## src/rtl/trig_pkg.sv

```systemverilog
// ----------------------------------------------------------------------------
// TLB range invalidate generator package
// Shared types, command codes and the scale helpers used by the generator.
// ----------------------------------------------------------------------------
package trig_pkg;

    localparam int OPERAND_W   = 47;
    localparam int PAGE_FIELD_W = 44;
    localparam int RANGE_BASE_W = 37;
    localparam int PAGE_SHIFT  = 12;
    localparam int RESULT_CAP  = 64;

    typedef logic [1:0] kind_t;

    localparam kind_t KIND_PAGE  = 2'd0;
    localparam kind_t KIND_RANGE = 2'd1;
    localparam kind_t KIND_ALL   = 2'd2;

    typedef enum logic [1:0] {
        ST_IDLE,
        ST_SIZE,
        ST_PLAN,
        ST_EMIT
    } state_t;

    typedef enum logic [1:0] {
        MODE_PAGE,
        MODE_RANGE,
        MODE_ALL
    } mode_t;

    typedef enum logic [1:0] {
        SCALE_0,
        SCALE_1,
        SCALE_2,
        SCALE_3
    } scale_t;

    typedef struct packed {
        mode_t                     mode;
        logic [PAGE_FIELD_W-1:0]   page;
        logic [5:0]                units;
        scale_t                    scale;
        logic [1:0]                level;
        logic                      range_ok;
    } cmd_t;

    // Size of one scale unit, as a shift of the page number.
    function automatic logic [4:0] scale_shift(input scale_t scale);
        logic [4:0] sh;
        begin
            case (scale)
                SCALE_0: sh = 5'd1;
                SCALE_1: sh = 5'd6;
                SCALE_2: sh = 5'd11;
                SCALE_3: sh = 5'd16;
                default: sh = 5'd1;
            endcase
            return sh;
        end
    endfunction

    function automatic scale_t pick_scale(input logic [31:0] pages);
        scale_t sc;
        begin
            if (pages <= 32'd64) begin
                sc = SCALE_0;
            end else if (pages <= 32'h800) begin
                sc = SCALE_1;
            end else if (pages <= 32'h10000) begin
                sc = SCALE_2;
            end else begin
                sc = SCALE_3;
            end
            return sc;
        end
    endfunction

endpackage

```

## src/rtl/trig_fmt.sv

```systemverilog
// ----------------------------------------------------------------------------
// TLB invalidate operand formatter
// Encodes one command descriptor into the invalidation operand and its kind.
// ----------------------------------------------------------------------------
module trig_fmt (
    input  trig_pkg::cmd_t                        cmd,
    output logic [trig_pkg::OPERAND_W-1:0]        operand,
    output trig_pkg::kind_t                       kind
);
    import trig_pkg::*;

    logic [4:0] units_m1;

    assign units_m1 = 5'(cmd.units - 6'd1);

    always_comb
    begin
        operand = '0;
        kind    = KIND_ALL;
        case (cmd.mode)
            MODE_PAGE:
            begin
                kind = KIND_PAGE;
                operand[PAGE_FIELD_W-1:0] = cmd.page;
                if (cmd.range_ok && (cmd.level != 2'd0)) begin
                    operand[46:44] = {1'b1, cmd.level};
                end
            end
            MODE_RANGE:
            begin
                kind = KIND_RANGE;
                operand[RANGE_BASE_W-1:0] = cmd.page[RANGE_BASE_W-1:0];
                operand[38:37] = cmd.level;
                operand[43:39] = units_m1;
                operand[45:44] = cmd.scale;
                operand[46]    = 1'b1;
            end
            MODE_ALL:
            begin
                kind    = KIND_ALL;
                operand = '0;
            end
            default:
            begin
                kind    = KIND_ALL;
                operand = '0;
            end
        endcase
    end

endmodule

```

## src/rtl/tlb_range_invalidate_generator_unit.sv

```systemverilog
// ----------------------------------------------------------------------------
// TLB range invalidate generator
// Turns a page-aligned virtual range into a list of TLB invalidation commands.
// ----------------------------------------------------------------------------
// A request is taken when start is high and busy is low; start_addr, end_addr,
// range_ok and table_level are sampled on that edge. busy then stays high
// until the request's last command has been formed.
// Each command is presented on tlbi_operand, command_kind and last_command for
// exactly one cycle with result_valid high; last_command marks the final beat.
// The receiver cannot stall, so beats are simply issued one per cycle.
// Flow: after the accepting edge the request is sized (ST_SIZE) and planned
// (ST_PLAN); each command is then formed in ST_EMIT and captured by the
// output register, which holds it for the beat. After the first beat one beat
// follows per cycle until last_command. busy stays high until ST_EMIT ends,
// so the next request is taken only after the current one is through; an
// empty range gives no beat and returns to idle straight from sizing.
// The sequencer's single cursor adder and remaining-units subtractor advance
// by one command per cycle.
// Reset clears the sequencer and the strobe; no command is in flight after it.
// ----------------------------------------------------------------------------
module tlb_range_invalidate_generator_unit #(
    parameter int VA_BITS   = 39,
    parameter int MAX_UNITS = 32
) (
    input  logic                                   clk,
    input  logic                                   rst_n,
    input  logic                                   start,
    output logic                                   busy,
    input  logic [38:0]                            start_addr,
    input  logic [39:0]                            end_addr,
    input  logic                                   range_ok,
    input  logic [1:0]                             table_level,
    output logic                                   result_valid,
    output logic [trig_pkg::OPERAND_W-1:0]         tlbi_operand,
    output trig_pkg::kind_t                        command_kind,
    output logic                                   last_command
);
    import trig_pkg::*;

    localparam int PG_W  = VA_BITS - PAGE_SHIFT + 1;
    localparam logic [39:0] SPACE = 40'(1) << VA_BITS;
    localparam logic [31:0] UNIT_CAP = 32'(RESULT_CAP * MAX_UNITS);
    localparam logic [5:0]  MAX_U = 6'(MAX_UNITS);

    state_t            state_reg, state_next;
    mode_t             mode_reg, mode_next;
    scale_t            scale_reg, scale_next;
    logic [PG_W-1:0]   s_reg, s_next;
    logic [PG_W-1:0]   e_reg, e_next;
    logic [PG_W-1:0]   pages_reg, pages_next;
    logic [PG_W-1:0]   cursor_reg, cursor_next;
    logic [PG_W-1:0]   rem_reg, rem_next;
    logic              range_reg, range_next;
    logic [1:0]        level_reg, level_next;

    logic              valid_reg;
    logic [OPERAND_W-1:0] operand_reg;
    kind_t             kind_reg;
    logic              last_reg;

    logic [39:0]       end_sat;
    logic [PG_W:0]     diff;
    scale_t            plan_scale;
    logic [4:0]        plan_sh;
    logic [PG_W-1:0]   plan_mask;
    logic [PG_W-1:0]   plan_first;
    logic [PG_W:0]     plan_last_sum;
    logic [PG_W-1:0]   plan_last;
    logic [PG_W-1:0]   plan_total;
    logic [4:0]        emit_sh;
    logic [5:0]        units;
    logic              emit_last;
    logic              emitting;
    cmd_t              cmd;
    logic [OPERAND_W-1:0] fmt_operand;
    kind_t             fmt_kind;

    assign end_sat = (end_addr > SPACE) ? SPACE : end_addr;
    assign diff    = {1'b0, e_reg} - {1'b0, s_reg};

    assign plan_scale    = pick_scale(32'(pages_reg));
    assign plan_sh       = scale_shift(plan_scale);
    assign plan_mask     = (PG_W'(1) << plan_sh) - PG_W'(1);
    assign plan_first    = s_reg & ~plan_mask;
    assign plan_last_sum = {1'b0, e_reg} + {1'b0, plan_mask};
    assign plan_last     = plan_last_sum[PG_W-1:0] & ~plan_mask;
    assign plan_total    = (plan_last - plan_first) >> plan_sh;

    assign emit_sh   = (mode_reg == MODE_RANGE) ? scale_shift(scale_reg) : 5'd0;
    assign emitting  = (state_reg == ST_EMIT);
    assign emit_last = (rem_reg == PG_W'(units));

    always_comb
    begin
        if (mode_reg != MODE_RANGE) begin
            units = 6'd1;
        end else if (rem_reg > PG_W'(MAX_U)) begin
            units = MAX_U;
        end else begin
            units = rem_reg[5:0];
        end
    end

    always_comb
    begin
        state_next  = state_reg;
        mode_next   = mode_reg;
        scale_next  = scale_reg;
        s_next      = s_reg;
        e_next      = e_reg;
        pages_next  = pages_reg;
        cursor_next = cursor_reg;
        rem_next    = rem_reg;
        range_next  = range_reg;
        level_next  = level_reg;
        case (state_reg)
            ST_IDLE:
            begin
                if (start) begin
                    s_next     = {1'b0, start_addr[VA_BITS-1:PAGE_SHIFT]};
                    e_next     = end_sat[VA_BITS:PAGE_SHIFT];
                    range_next = range_ok;
                    level_next = table_level;
                    state_next = ST_SIZE;
                end
            end
            ST_SIZE:
            begin
                pages_next = diff[PG_W-1:0];
                if (diff[PG_W] || (diff == '0)) begin
                    state_next = ST_IDLE;
                end else begin
                    state_next = ST_PLAN;
                end
            end
            ST_PLAN:
            begin
                scale_next = plan_scale;
                state_next = ST_EMIT;
                if ((pages_reg <= PG_W'(1)) || (!range_reg && (pages_reg <= PG_W'(8)))) begin
                    mode_next   = MODE_PAGE;
                    cursor_next = s_reg;
                    rem_next    = pages_reg;
                end else if (!range_reg || (32'(plan_total) > UNIT_CAP)) begin
                    mode_next   = MODE_ALL;
                    rem_next    = PG_W'(1);
                end else begin
                    mode_next   = MODE_RANGE;
                    cursor_next = plan_first;
                    rem_next    = plan_total;
                end
            end
            ST_EMIT:
            begin
                cursor_next = cursor_reg + (PG_W'(units) << emit_sh);
                rem_next    = rem_reg - PG_W'(units);
                if (emit_last) begin
                    state_next = ST_IDLE;
                end
            end
            default:
            begin
                state_next = ST_IDLE;
            end
        endcase
    end

    always_comb
    begin
        cmd.mode     = mode_reg;
        cmd.page     = PAGE_FIELD_W'(cursor_reg);
        cmd.units    = units;
        cmd.scale    = scale_reg;
        cmd.level    = level_reg;
        cmd.range_ok = range_reg;
    end

    assign busy = (state_reg != ST_IDLE);

    trig_fmt u_fmt (
        .cmd     (cmd),
        .operand (fmt_operand),
        .kind    (fmt_kind)
    );

    always_ff @(posedge clk or negedge rst_n)
    begin
        if (!rst_n) begin
            state_reg <= ST_IDLE;
            valid_reg <= 1'b0;
        end else begin
            state_reg <= state_next;
            valid_reg <= emitting;
        end
    end

    always_ff @(posedge clk)
    begin
        mode_reg    <= mode_next;
        scale_reg   <= scale_next;
        s_reg       <= s_next;
        e_reg       <= e_next;
        pages_reg   <= pages_next;
        cursor_reg  <= cursor_next;
        rem_reg     <= rem_next;
        range_reg   <= range_next;
        level_reg   <= level_next;
        operand_reg <= fmt_operand;
        kind_reg    <= fmt_kind;
        last_reg    <= emit_last;
    end

    assign result_valid = valid_reg;
    assign tlbi_operand = operand_reg;
    assign command_kind = kind_reg;
    assign last_command = last_reg;

endmodule
```

## config.mk

```make
export PLATFORM = sky130hd
export DESIGN_NAME = tlb_range_invalidate_generator_unit
export DESIGN_NICKNAME = d
export VERILOG_FILES = /design/src/rtl/trig_pkg.sv /design/src/rtl/trig_fmt.sv /design/src/rtl/tlb_range_invalidate_generator_unit.sv
export SDC_FILE = /design/constraint.sdc
export NUM_CORES = 1
export LEC_CHECK = 0
export ABC_AREA = 1
export BUFFER_PORTS_ARGS = -buffer_cell sky130_fd_sc_hd__buf_4
export CAP_MARGIN = 20
export CELL_PAD_IN_SITES_DETAIL_PLACEMENT = 1
export CELL_PAD_IN_SITES_GLOBAL_PLACEMENT = 1
export CORE_MARGIN = 2
export CORE_UTILIZATION = 45
export CTS_CLUSTER_DIAMETER = 50
export DETAILED_ROUTE_END_ITERATION = 12
export PLACE_DENSITY = 0.89
export SLEW_MARGIN = 20
export SYNTH_ARGS = -nofsm -noshare
export SYNTH_HDL_FRONTEND = slang
export SYNTH_SLANG_ARGS = --single-unit
```

## constraint.sdc

```tcl
create_clock -name clk -period 20.8 [get_ports clk]
set_clock_uncertainty 0.05 [all_clocks]
set_input_delay 1.04 -clock clk [delete_from_list [all_inputs] [get_ports clk]]
set_output_delay 1.04 -clock clk [all_outputs]
set_load 0.02 [all_outputs]
```

Word level (Yosys, flattened, before mapping):

Index checks and enable logic that the tools add are counted.

* register bits after elaboration: 199
* latch bits: 0
* memory bits (writable): 0
* memory bits (read-only): 0
* logic and storage cells: 89
* memories: 0

* $add $sub $neg: 7
* $mul: 0
* divide/modulo/power cells: 0
* $lt $le $gt $ge: 8
* equal/unequal tests: 15
* shifts and indexed selects: 3
* multiplexer cells: 22
* bitwise operators: 3
* reductions and logical operators: 17

Operators with widths (number)
* 28-bit two-way mux: 4
* 28-bit case mux with 2 select lines: 2
* 47-bit case mux with 2 select lines: 1
* 28-bit adder: 2
* 40-bit greater-than comparator (second input constant): 1
* 5-bit case mux with 4 select lines: 2
* 29-bit logical NOT: 1
* 28-bit by 27-bit subtractor with 29-bit output: 1
* 27-bit by 28-bit AND with 28-bit output: 1
* 28-bit AND: 1
* 28-bit by 6-bit equality test with 1-bit output: 1
* 28-bit by 12-bit greater-than comparator with 1-bit output (second input constant): 1
* 28-bit by 6-bit greater-than comparator with 1-bit output (second input constant): 1
* 28-bit by 1-bit <= comparator with 1-bit output (second input constant): 1
* 28-bit by 12-bit <= comparator with 1-bit output (second input constant): 1
* 28-bit by 17-bit <= comparator with 1-bit output (second input constant): 1
* 28-bit by 4-bit <= comparator with 1-bit output (second input constant): 1
* 28-bit by 7-bit <= comparator with 1-bit output (second input constant): 1
* 28-bit NOT: 1
* 1-bit by 5-bit left shift with 28-bit output (first input constant): 1
* 6-bit by 5-bit left shift with 28-bit output: 1
* 28-bit by 5-bit right shift with 28-bit output: 1
* 28-bit by 2-bit subtractor with 28-bit output (second input constant): 1
* 28-bit subtractor: 1
* other kinds (20): 45

Longest topological paths before layout:

Gate-level depths: netlist (run 1).

* depth in word-level cells: 17
* gate-level depth with buffers: 54

By module:

From an unflattened synthesis (run 1), not the netlist that was laid out.

* cell total of the unflattened synthesis: 2321
* area total of the unflattened synthesis: 16618.4 um^2

By module, submodules not included
* tlb_range_invalidate_generator_unit: times used 1, cells an instance 2198, area each 16037.9 um^2, seq. area each 5460.2 um^2
* trig_fmt: times used 1, cells an instance 123, area each 580.6 um^2, seq. area each 0.0 um^2

Least setup slack after synthesis (run 1):

No wires, ideal clock.

* kind: register -> register
* start: reg pages_reg[2]
* end: reg cursor_reg[0] (enable)
* library setup time: 0.430 ns
* arrival: 7.864 ns
* data required time: 20.320 ns
* setup slack: 12.455 ns
* cell stages (with the launch flop): 49
* buffers on the path: 4
* period minus slack after synthesis: 8.345 ns
* path through: edfxtp_1 > nor2_1 > nand2_1 > nor3_1 > nor2_1 > o211ai_2 > buf_6 > buf_2 > nand2_1 > ha_1 > buf_2 > inv_1 > buf_2 > ha_1 > inv_1 > nand2_1 > inv_1 > fa_1 > [13 not listed] > nand2_1 > nor2_1 > nand2_1 > nor3_1 > nand2_2 > nand3_2 > nand2_1 > nand3_2 > nand3_1 > nand3_1 > nand3_1 > nand3_1 > nand2_1 > nor3_1 > nand3_2 > nand2_2 > nand2_1 > a31oi_1

* word-level cells in the longest chain between the ends: 16

RTL lines
* from (decl): RTL line tlb_range_invalidate_generator_unit.sv:50 `logic [PG_W-1:0] pages_reg, pages_next;`
* from (signal assigned): RTL line tlb_range_invalidate_generator_unit.sv:203 `pages_reg <= pages_next;`
* 28-bit by 17-bit <= comparator with 1-bit output: RTL line trig_pkg.sv:70 `end else if (pages <= 32'h10000) begin`
* 1-bit two-way mux: RTL line trig_pkg.sv:70
* 2-bit two-way mux: RTL line trig_pkg.sv:68 `end else if (pages <= 32'h800) begin`
* 2-bit two-way mux (*): RTL line trig_pkg.sv:66 `if (pages <= 32'd64) begin`
* net plan_scale[0]: RTL line tlb_range_invalidate_generator_unit.sv:63 `scale_t plan_scale;`
* 2-bit equality test, or another cell as far along: RTL line trig_pkg.sv:52 `case (scale)`
* 5-bit case mux with 4 select lines (*): RTL line trig_pkg.sv:52
* 1-bit by 5-bit left shift with 28-bit output: RTL line tlb_range_invalidate_generator_unit.sv:83 `assign plan_mask = (PG_W'(1) << plan_sh) - PG_W'(1);`
* 28-bit by 2-bit subtractor with 28-bit output: RTL line tlb_range_invalidate_generator_unit.sv:83
* 28-bit adder / 28-bit NOT (equally long branches): RTL line tlb_range_invalidate_generator_unit.sv:85, tlb_range_invalidate_generator_unit.sv:84, tlb_range_invalidate_generator_unit.sv:86
* 28-bit AND / 27-bit by 28-bit AND with 28-bit output (equally long branches): RTL line tlb_range_invalidate_generator_unit.sv:86, tlb_range_invalidate_generator_unit.sv:84
* 28-bit subtractor: RTL line tlb_range_invalidate_generator_unit.sv:87 `assign plan_total = (plan_last - plan_first) >> plan_sh;`
* 28-bit by 5-bit right shift with 28-bit output (*): RTL line tlb_range_invalidate_generator_unit.sv:87
* 28-bit by 12-bit greater-than comparator with 1-bit output (*): RTL line tlb_range_invalidate_generator_unit.sv:144 `end else if (!range_reg || (32'(plan_total) > UNIT_CAP)) begin`
* 1-bit logical OR (*): RTL line tlb_range_invalidate_generator_unit.sv:144
* 3-bit inequality test (no line) (*)
* 2-bit AND reduction (no line) (*)
* to (signal assigned): RTL line tlb_range_invalidate_generator_unit.sv:204 `cursor_reg <= cursor_next;`
* to (decl): RTL line tlb_range_invalidate_generator_unit.sv:51 `logic [PG_W-1:0] cursor_reg, cursor_next;`

Mark *: on every way through the listed nets, which the timed path passes. The rest lies on a longest branch.
A chain may end at the register's enable or synchronous reset.

Worst setup path in the final report (run 1):

* start: reg pages_reg[2]
* end: reg cursor_reg[6] (enable)

Same word-level chain as after synthesis.

==> parameters.txt, run 1 <==
Parameter                              Value

STA
  Slew HR    22.6%
  Slew at the pin closest to its max-slew limit    1150 ps
  Total setup violations reported at the end of the flow    0
  Total count of max-transition violations in the final report    0
  Setup TNS    0 ps
  Highest clock rate    0.0949 GHz
  Hold violation total from the final report    0
  Final min period    10540 ps
  Unrepaired setup endpoints after global routing    no
  Final critical-path share of the clock period    50.7%

Routing
  Vias per std cell    5.65
  Number of nets with antenna violations after routing    0
  Remaining routing DRC violations    0
  WL final    55.8 mm
  Via count    16100
  Wirelength per Cell    19.6 um
  Initial DRC count    891
  First-pass iteration count of the detailed router    5

Clocking
  Root cell of the clock tree    sky130_fd_sc_hd__clkbuf_16
  Clock buffer count from CTS    17
  Number of clock sinks seen by CTS    190
  CTS tree    built
  Number of gates given a new drive strength after cts    0
  H-tree lvl count    4
  Post CTS Setup Buffer Count    0
  Hold buffers post-CTS    0
  Clock latency at the later pin of the worst-skew pair    470 ps
  Clock input transition at the sequential cells of the worst setup and hold paths    70 ps
  Max Buffers Root-to-Sink    2

Die
  CORE AREA    35500 sq um
  Chip Width    194 um
  Die outline area    37500 sq um
  I/O pin cnt    137
  Cell row count    69
  Starting Density    45.7%
  Die height    194 um

Setup path
  Crit path kind    flop to flop
  Largest stage delay on the critical path    720 ps
  Worst setup EP type    flop
  Worst Path Required    20920 ps
  Worst path most repeated cell    sky130_fd_sc_hd__nand2_1
  Critical-path top delay cell    sky130_fd_sc_hd__inv_1
  Arrival time at the worst endpoint    10660 ps
  Maximum net fanout on the critical path    38
  Category of the worst setup path launch point    flop

Logic synthesis
  Share of flip-flops with an asynchronous set or reset after synthesis    1.58%
  Count of yosys warnings during synthesis    0
  Distinct cells, synth    67
  Number of flops mapped to enable cells by yosys    146
  Sequential share of the synthesized area    32.6%
  Synthesized area per cell    7.08 sq um
  Primary flip-flop cell chosen by synthesis mapping    sky130_fd_sc_hd__edfxtp_1
  Total standard cell area after synthesis    16200 sq um
  Flop and latch count out of synthesis    190
  Yosys top cell by area    sky130_fd_sc_hd__edfxtp_1
  Area contributors post-synth    sky130_fd_sc_hd__edfxtp_1 (27%), sky130_fd_sc_hd__nand2_1 (13%), sky130_fd_sc_hd__ha_1 (9.5%)
  Post-synthesis instance total    2288
  Post-synth top area share    27.1%

Global route
  GRT Util Overall    29.6%
  GRT overflow    0
  Antenna violations before repair    0
  Number of global-route vias before repair    16900
  Maximum number of pins on one net before global-route repair    58
  First-pass GRT wire length    88.5 mm

Finish
  Ratio of cells with drive above 1 in the final layout    9.46%
  Area growth from synthesis to final layout    11.0%
  Post-layout utilization of the core    50.7%
  Final net count    2588
  Most common library cell in the layout ignoring fill and taps    sky130_fd_sc_hd__nand2_1
  Number of cells in the finished layout apart from fillers    2849
  Commonest non-fill, non-tap cells in the layout    sky130_fd_sc_hd__nand2_1 (539), sky130_fd_sc_hd__inv_1 (289), sky130_fd_sc_hd__nor2_1 (254)
  Diode insertion count for antenna repair    0
  Flip-flop count of the largest register after layout    38

Status
  Run status    finished, final reports clean

Power
  Clk pwr share    24.9%
  Maximum vdd ir drop    66.5 uV
  Share of power burned in registers    44.7%
  Net switching fraction of the power    36.4%
  Total power per unit cell area    70.1 nW/um^2
  Combinational share of power    30.4%
  Int Pwr    0.000801 W
  Net switching component of the power    0.000459 W
  Leak Pwr    8.66 nW

Place
  Final weighted congestion in routability-driven placement    0.917
  Port Buffers    115
  Cell total after placement    2815
  Post-detailed-placement half-perimeter wirelength    45.3 mm

Min path
  Type of the most critical hold path    input port to asynchronous set/reset pin

Job
  Max Cap Violations    0
layout make-up:
| class | instances | area [sq um] |
|---|---|---|
| sequential | 190 | 5280 |
| multi-input combinational | 1741 | 9520 |
| tap | 461 | 577 |
| clock inverter | 14 | 96.3 |
| timing repair buffer | 126 | 961 |
| inverter | 299 | 1130 |
| fill | 4601 | 17500 |
| clock buffer | 18 | 429 |
logic make-up after synthesis:
kind of cell | count (synthesis) | synth area share, %
adder cells (fa/ha/maj) | 128 | 10.1
other | 1 | 0.0231
AND/OR/NAND/NOR | 1153 | 31.0
AO/OA/AOI/OAI | 380 | 13.4
flip-flops | 190 | 32.6
multiplexers | 1 | 0.0618
XOR/XNOR | 69 | 3.73
buffers and inverters | 366 | 9.05
cell usage after synthesis, types with 21 or more instances:
cell                       number
sky130_fd_sc_hd__nand3_1      208
sky130_fd_sc_hd__nor2_1       256
sky130_fd_sc_hd__xor2_1        41
sky130_fd_sc_hd__nand2_1      540
sky130_fd_sc_hd__a21oi_1      162
sky130_fd_sc_hd__dfxtp_1       41
sky130_fd_sc_hd__inv_1        290
sky130_fd_sc_hd__ha_1         123
sky130_fd_sc_hd__o21ai_0      111
sky130_fd_sc_hd__clkbuf_1      28
sky130_fd_sc_hd__nand4_1       46
sky130_fd_sc_hd__edfxtp_1     146
sky130_fd_sc_hd__nor3_1        21
sky130_fd_sc_hd__xnor2_1       28
metal layers:
| layer | global-route usage (%) | up-vias | share of wire (%) |
|---|---|---|---|
| met1 | 35.9 | 7781 | 43 |
| met3 | 4.23 | 123 | 3.9 |
| met4 | 13.8 | 0 | 4.4 |
| met2 | 51.9 | 379 | 49 |
| li1 | - | 7804 | - |
| met5 | 0 | - | 0 |
stage by stage:
step | area (sq um) | total power [W] | hold slack (ps) | setup slack, ps
2_1_floorplan | 16200 | 0.000815 | 407 | 12460
3_3_place_gp | 17400 | 0.000915 | 432 | 10810
3_5_place_dp | 17400 | 0.000946 | 442 | 10430
4_1_cts | 18000 | 0.00126 | 284 | 10350
5_1_grt | 18000 | 0.00133 | 291 | 9540
6_report | 18000 | 0.00126 | 300 | 10260
power groups by stage:
stage	logic, W	registers (W)	clock network, W
after global placement	0.000348	0.000567	0
after CTS	0.000379	0.000564	0.000319
after detailed placement	0.000374	0.000572	0
after floorplan	0.000244	0.000571	0
after global routing	0.000429	0.000572	0.000329
final	0.000383	0.000563	0.000314
final timing paths:
| kind | slack (ps) | start | cells after the start | endpoint |
|---|---|---|---|---|
| max | 10260 | pages_reg[2] | 46 | cursor_reg[6] |
| min | 300 | rst_n | 1 | state_reg[0] |
| max reg2reg | 10260 | pages_reg[2] | 46 | cursor_reg[6] |
| min reg2reg | 440 | cursor_reg[9] | 2 | tlbi_operand[9] |
| max in group asynchronous | 20300 | rst_n | 1 | result_valid |
| min in group clk | 440 | cursor_reg[9] | 2 | tlbi_operand[9] |
critical path: cells and delay by family (launching register included):
family | cells | cell delay (ps)
buf+inv | 6 | 1600
compound gates | 11 | 2650
flops | 1 | 510
fa+ha+maj | 4 | 1760
simple gates | 25 | 3610
Power figures use the tool's default switching activity.
==> run 2, diff against run 1 <==
--- a/config.mk
+++ b/config.mk
@@ -11,10 +11,10 @@
 export CELL_PAD_IN_SITES_DETAIL_PLACEMENT = 1
 export CELL_PAD_IN_SITES_GLOBAL_PLACEMENT = 1
 export CORE_MARGIN = 2
-export CORE_UTILIZATION = 45
+export CORE_UTILIZATION = 41
 export CTS_CLUSTER_DIAMETER = 50
 export DETAILED_ROUTE_END_ITERATION = 12
-export PLACE_DENSITY = 0.89
+export PLACE_DENSITY = 0.86
 export SLEW_MARGIN = 20
 export SYNTH_ARGS = -nofsm -noshare
 export SYNTH_HDL_FRONTEND = slang
==> constraint.sdc (replaced) <==
create_clock -name clk -period 8.56 [get_ports clk]
set_clock_uncertainty 0.05 [all_clocks]
set_input_delay 0.428 -clock clk [delete_from_list [all_inputs] [get_ports clk]]
set_output_delay 0.428 -clock clk [all_outputs]
set_load 0.02 [all_outputs]
==> run 2 against run 1 <==
  * Sequential power increased by 140%
  * Sequential share of layout area fell by 0.66 points
  * Global-route usage fell by 2.0 points
  * First-iteration DRC count decreased by 1.6%
  * Final cell count up 2.6%
  * Critical path type unchanged
  * Critical endpoint is now cursor_reg[27]
==> parameters.txt, run 2 (synthesis gave the netlist of run 1 again) <==
Parameter                              Value

Status
  Run status    finished, final reports clean

Finish
  Most common library cell in the layout ignoring fill and taps    sky130_fd_sc_hd__nand2_1
  Flip-flop count of the largest register after layout    38 (unchanged)
  Diode insertion count for antenna repair    0 (unchanged)
  Commonest non-fill, non-tap cells in the layout    sky130_fd_sc_hd__nand2_1 (535), sky130_fd_sc_hd__inv_1 (289), sky130_fd_sc_hd__nor2_1 (252)
  Final net count    2604 (+0.62%)
  Area growth from synthesis to final layout    13.6%
  Ratio of cells with drive above 1 in the final layout    10.8% (+1.4 points)

Power
  Leak Pwr    8.82 nW (+1.9%)
  Maximum vdd ir drop    159 uV (+140%)
  Overall power consumption    0.00316 W (+150%)
  Total power per unit cell area    172 nW/um^2 (+150%)

STA
  Total setup violations reported at the end of the flow    0 (unchanged)
  Final min period    7980 ps (-2560 ps)
  Final critical-path share of the clock period    93.2% (+43 points)
  Setup TNS    0 ps (unchanged)
  Final worst setup slack    579 ps (-9680 ps)
  Hold violation total from the final report    0 (unchanged)
  Minimum hold slack    51.2 ps (-249 ps)
  Slew HR    30.1% (+7.6 points)
  Total count of max-transition violations in the final report    0 (unchanged)
  Slew at the pin closest to its max-slew limit    1040 ps (-109 ps)
  Highest clock rate    0.125 GHz (+32%)

Clocking
  Clock input transition at the sequential cells of the worst setup and hold paths    80 ps (about the same)
  Number of clock sinks seen by CTS    190 (unchanged)
  Clock buffer count from CTS    17 (unchanged)
  Clock latency at the later pin of the worst-skew pair    500 ps (+30 ps)
  Max Buffers Root-to-Sink    2 (unchanged)
  H-tree lvl count    4 (unchanged)
  Root cell of the clock tree    sky130_fd_sc_hd__clkbuf_16
  CTS tree    built

Place
  Post-detailed-placement half-perimeter wirelength    45.4 mm (+0.28%)
  Port Buffers    115 (unchanged)
  Final weighted congestion in routability-driven placement    0.951 (+3.7%)
  Pre-CTS setup slack    118 ps (-10310 ps)

Setup path
  Category of the worst setup path launch point    flop
  Worst Path Required    8720 ps (-12200 ps)
  Arrival time at the worst endpoint    8140 ps (-2520 ps)
  End of the worst register-to-register path    cursor_reg[27]
  Worst setup slack for register-to-register paths    580 ps (-9680 ps)
  Launch point of the critical path    pages_reg[25]
  Maximum net fanout on the critical path    7 (-82%)
  Worst setup EP type    flop
  Worst path most repeated cell    sky130_fd_sc_hd__nand2_1
  Crit path kind    flop to flop
  Capture point of the worst path    cursor_reg[27]
  Depth of the worst register-to-register path    48 (+4.3%)
  Largest stage delay on the critical path    410 ps (-310 ps)
  Source of the worst register-to-register timing path    pages_reg[25]
  Critical-path top delay cell    sky130_fd_sc_hd__ha_2

Min path
  Type of the most critical hold path    input port to flop

Global route
  Maximum number of pins on one net before global-route repair    59 (+1.7%)
  Routing usage on met3    4.69% (+0.46 points)
  GRT Util Overall    27.6% (-2.0 points)
  GRT overflow    0 (unchanged)
  Number of global-route vias before repair    16800 (-0.71%)
  First-pass GRT wire length    88.3 mm (-0.22%)
  Global-route met2 utilization    47.4% (-4.5 points)
  Antenna violations before repair    0 (unchanged)
  Global Route met1 Usage    33.8% (-2.1 points)
  Most used routing layer    met2

Routing
  Initial DRC count    877 (-1.6%)
  Vias per std cell    5.51 (-2.5%)
  Number of nets with antenna violations after routing    0 (unchanged)
  WL final    56.5 mm (+1.2%)
  Wirelength per Cell    19.3 um (-1.4%)
  Via count    16100 (-0.0062%)
  Remaining routing DRC violations    0 (unchanged)
  First-pass iteration count of the detailed router    5 (unchanged)

Die
  Die outline area    41100 sq um (+9.6%)
  Starting Density    41.7% (-3.9 points)
  CORE AREA    38800 sq um (+9.4%)
  Cell row count    72 (+4.3%)
  I/O pin cnt    137 (unchanged)
  Chip Width    203 um (+4.7%)
  Die height    203 um (+4.7%)

Job
  Max Cap Violations    0 (unchanged)
==> run 2: cell types whose count changed in the layout (fill, tap and decap cells not counted), moves of 3 or more <==
cell / delta
sky130_fd_sc_hd__buf_4: +10
sky130_fd_sc_hd__nand2_2: +4
sky130_fd_sc_hd__nand2_1: -4
sky130_fd_sc_hd__clkinv_4: -3
sky130_fd_sc_hd__inv_6: +3
sky130_fd_sc_hd__bufinv_16: +3
==> run 2: worst max-delay path: cells and delay by family, from the launching register on <==
family	cells	cell delay (ps)
adder cells (fa/ha/maj)	3	1000
AO/OA/AOI/OAI	12	2130
AND/OR/NAND/NOR	26	3140
flip-flops	1	360
buffers and inverters	7	990
==> run 2: cell type report <==
type,count,area (sq um)
well taps,518,648
clock buffers,19,433
flip-flops and latches,190,5280
multi-input cells,1741,9610
fillers,5031,20400
repair buffers,142,1140
inverters,299,1130
clock inverters,13,161
==> run 2: worst min path at each step <==
stage	cells after the start	start	slack, ps	to
final	1	start_addr[35]	50	s_reg[23]
after global placement	1	rst_n	170	result_valid
after detailed placement	1	rst_n	170	result_valid
after floorplan	0	rst_n	80	asynchronous set/reset pin
after CTS	1	start_addr[35]	20	s_reg[23]
after global routing	1	start_addr[15]	30	s_reg[3]
==> run 2: repair_timing <==
item / CTS / global route
hold buffers: 1 / 0
hold endpoints to repair: 3 / 0
setup buffers: 0 / 4
gates resized for setup: 0 / 25
setup endpoints to repair: 0 / 42
==> run 2: metal layers <==
metal	vias to the layer above	part of all wire, %
met5	-	0
met3	122	4.6
li1	7837	-
met4	0	4.2
met1	7763	43
met2	364	48
==> run 2: where the power goes <==
part           internal (W)  switching, W  leakage [nW]
clock network      0.000460      0.000383         0.289
registers           0.00124      0.000134          1.79
logic              0.000355      0.000594          6.74
total               0.00205       0.00111          8.82
==> run 2: metrics by stage <==
step / area, sq um / cells / utilization [%]
final: 18400 / 2922 / 47.4
after global routing: 18400 / 2922 / 47.4
after CTS: 18200 / 2913 / 46.8
after detailed placement: 17600 / 2880 / 45.2
after global placement: 17600 / 2880 / 45.2
after floorplan: 16200 / 2297 / -
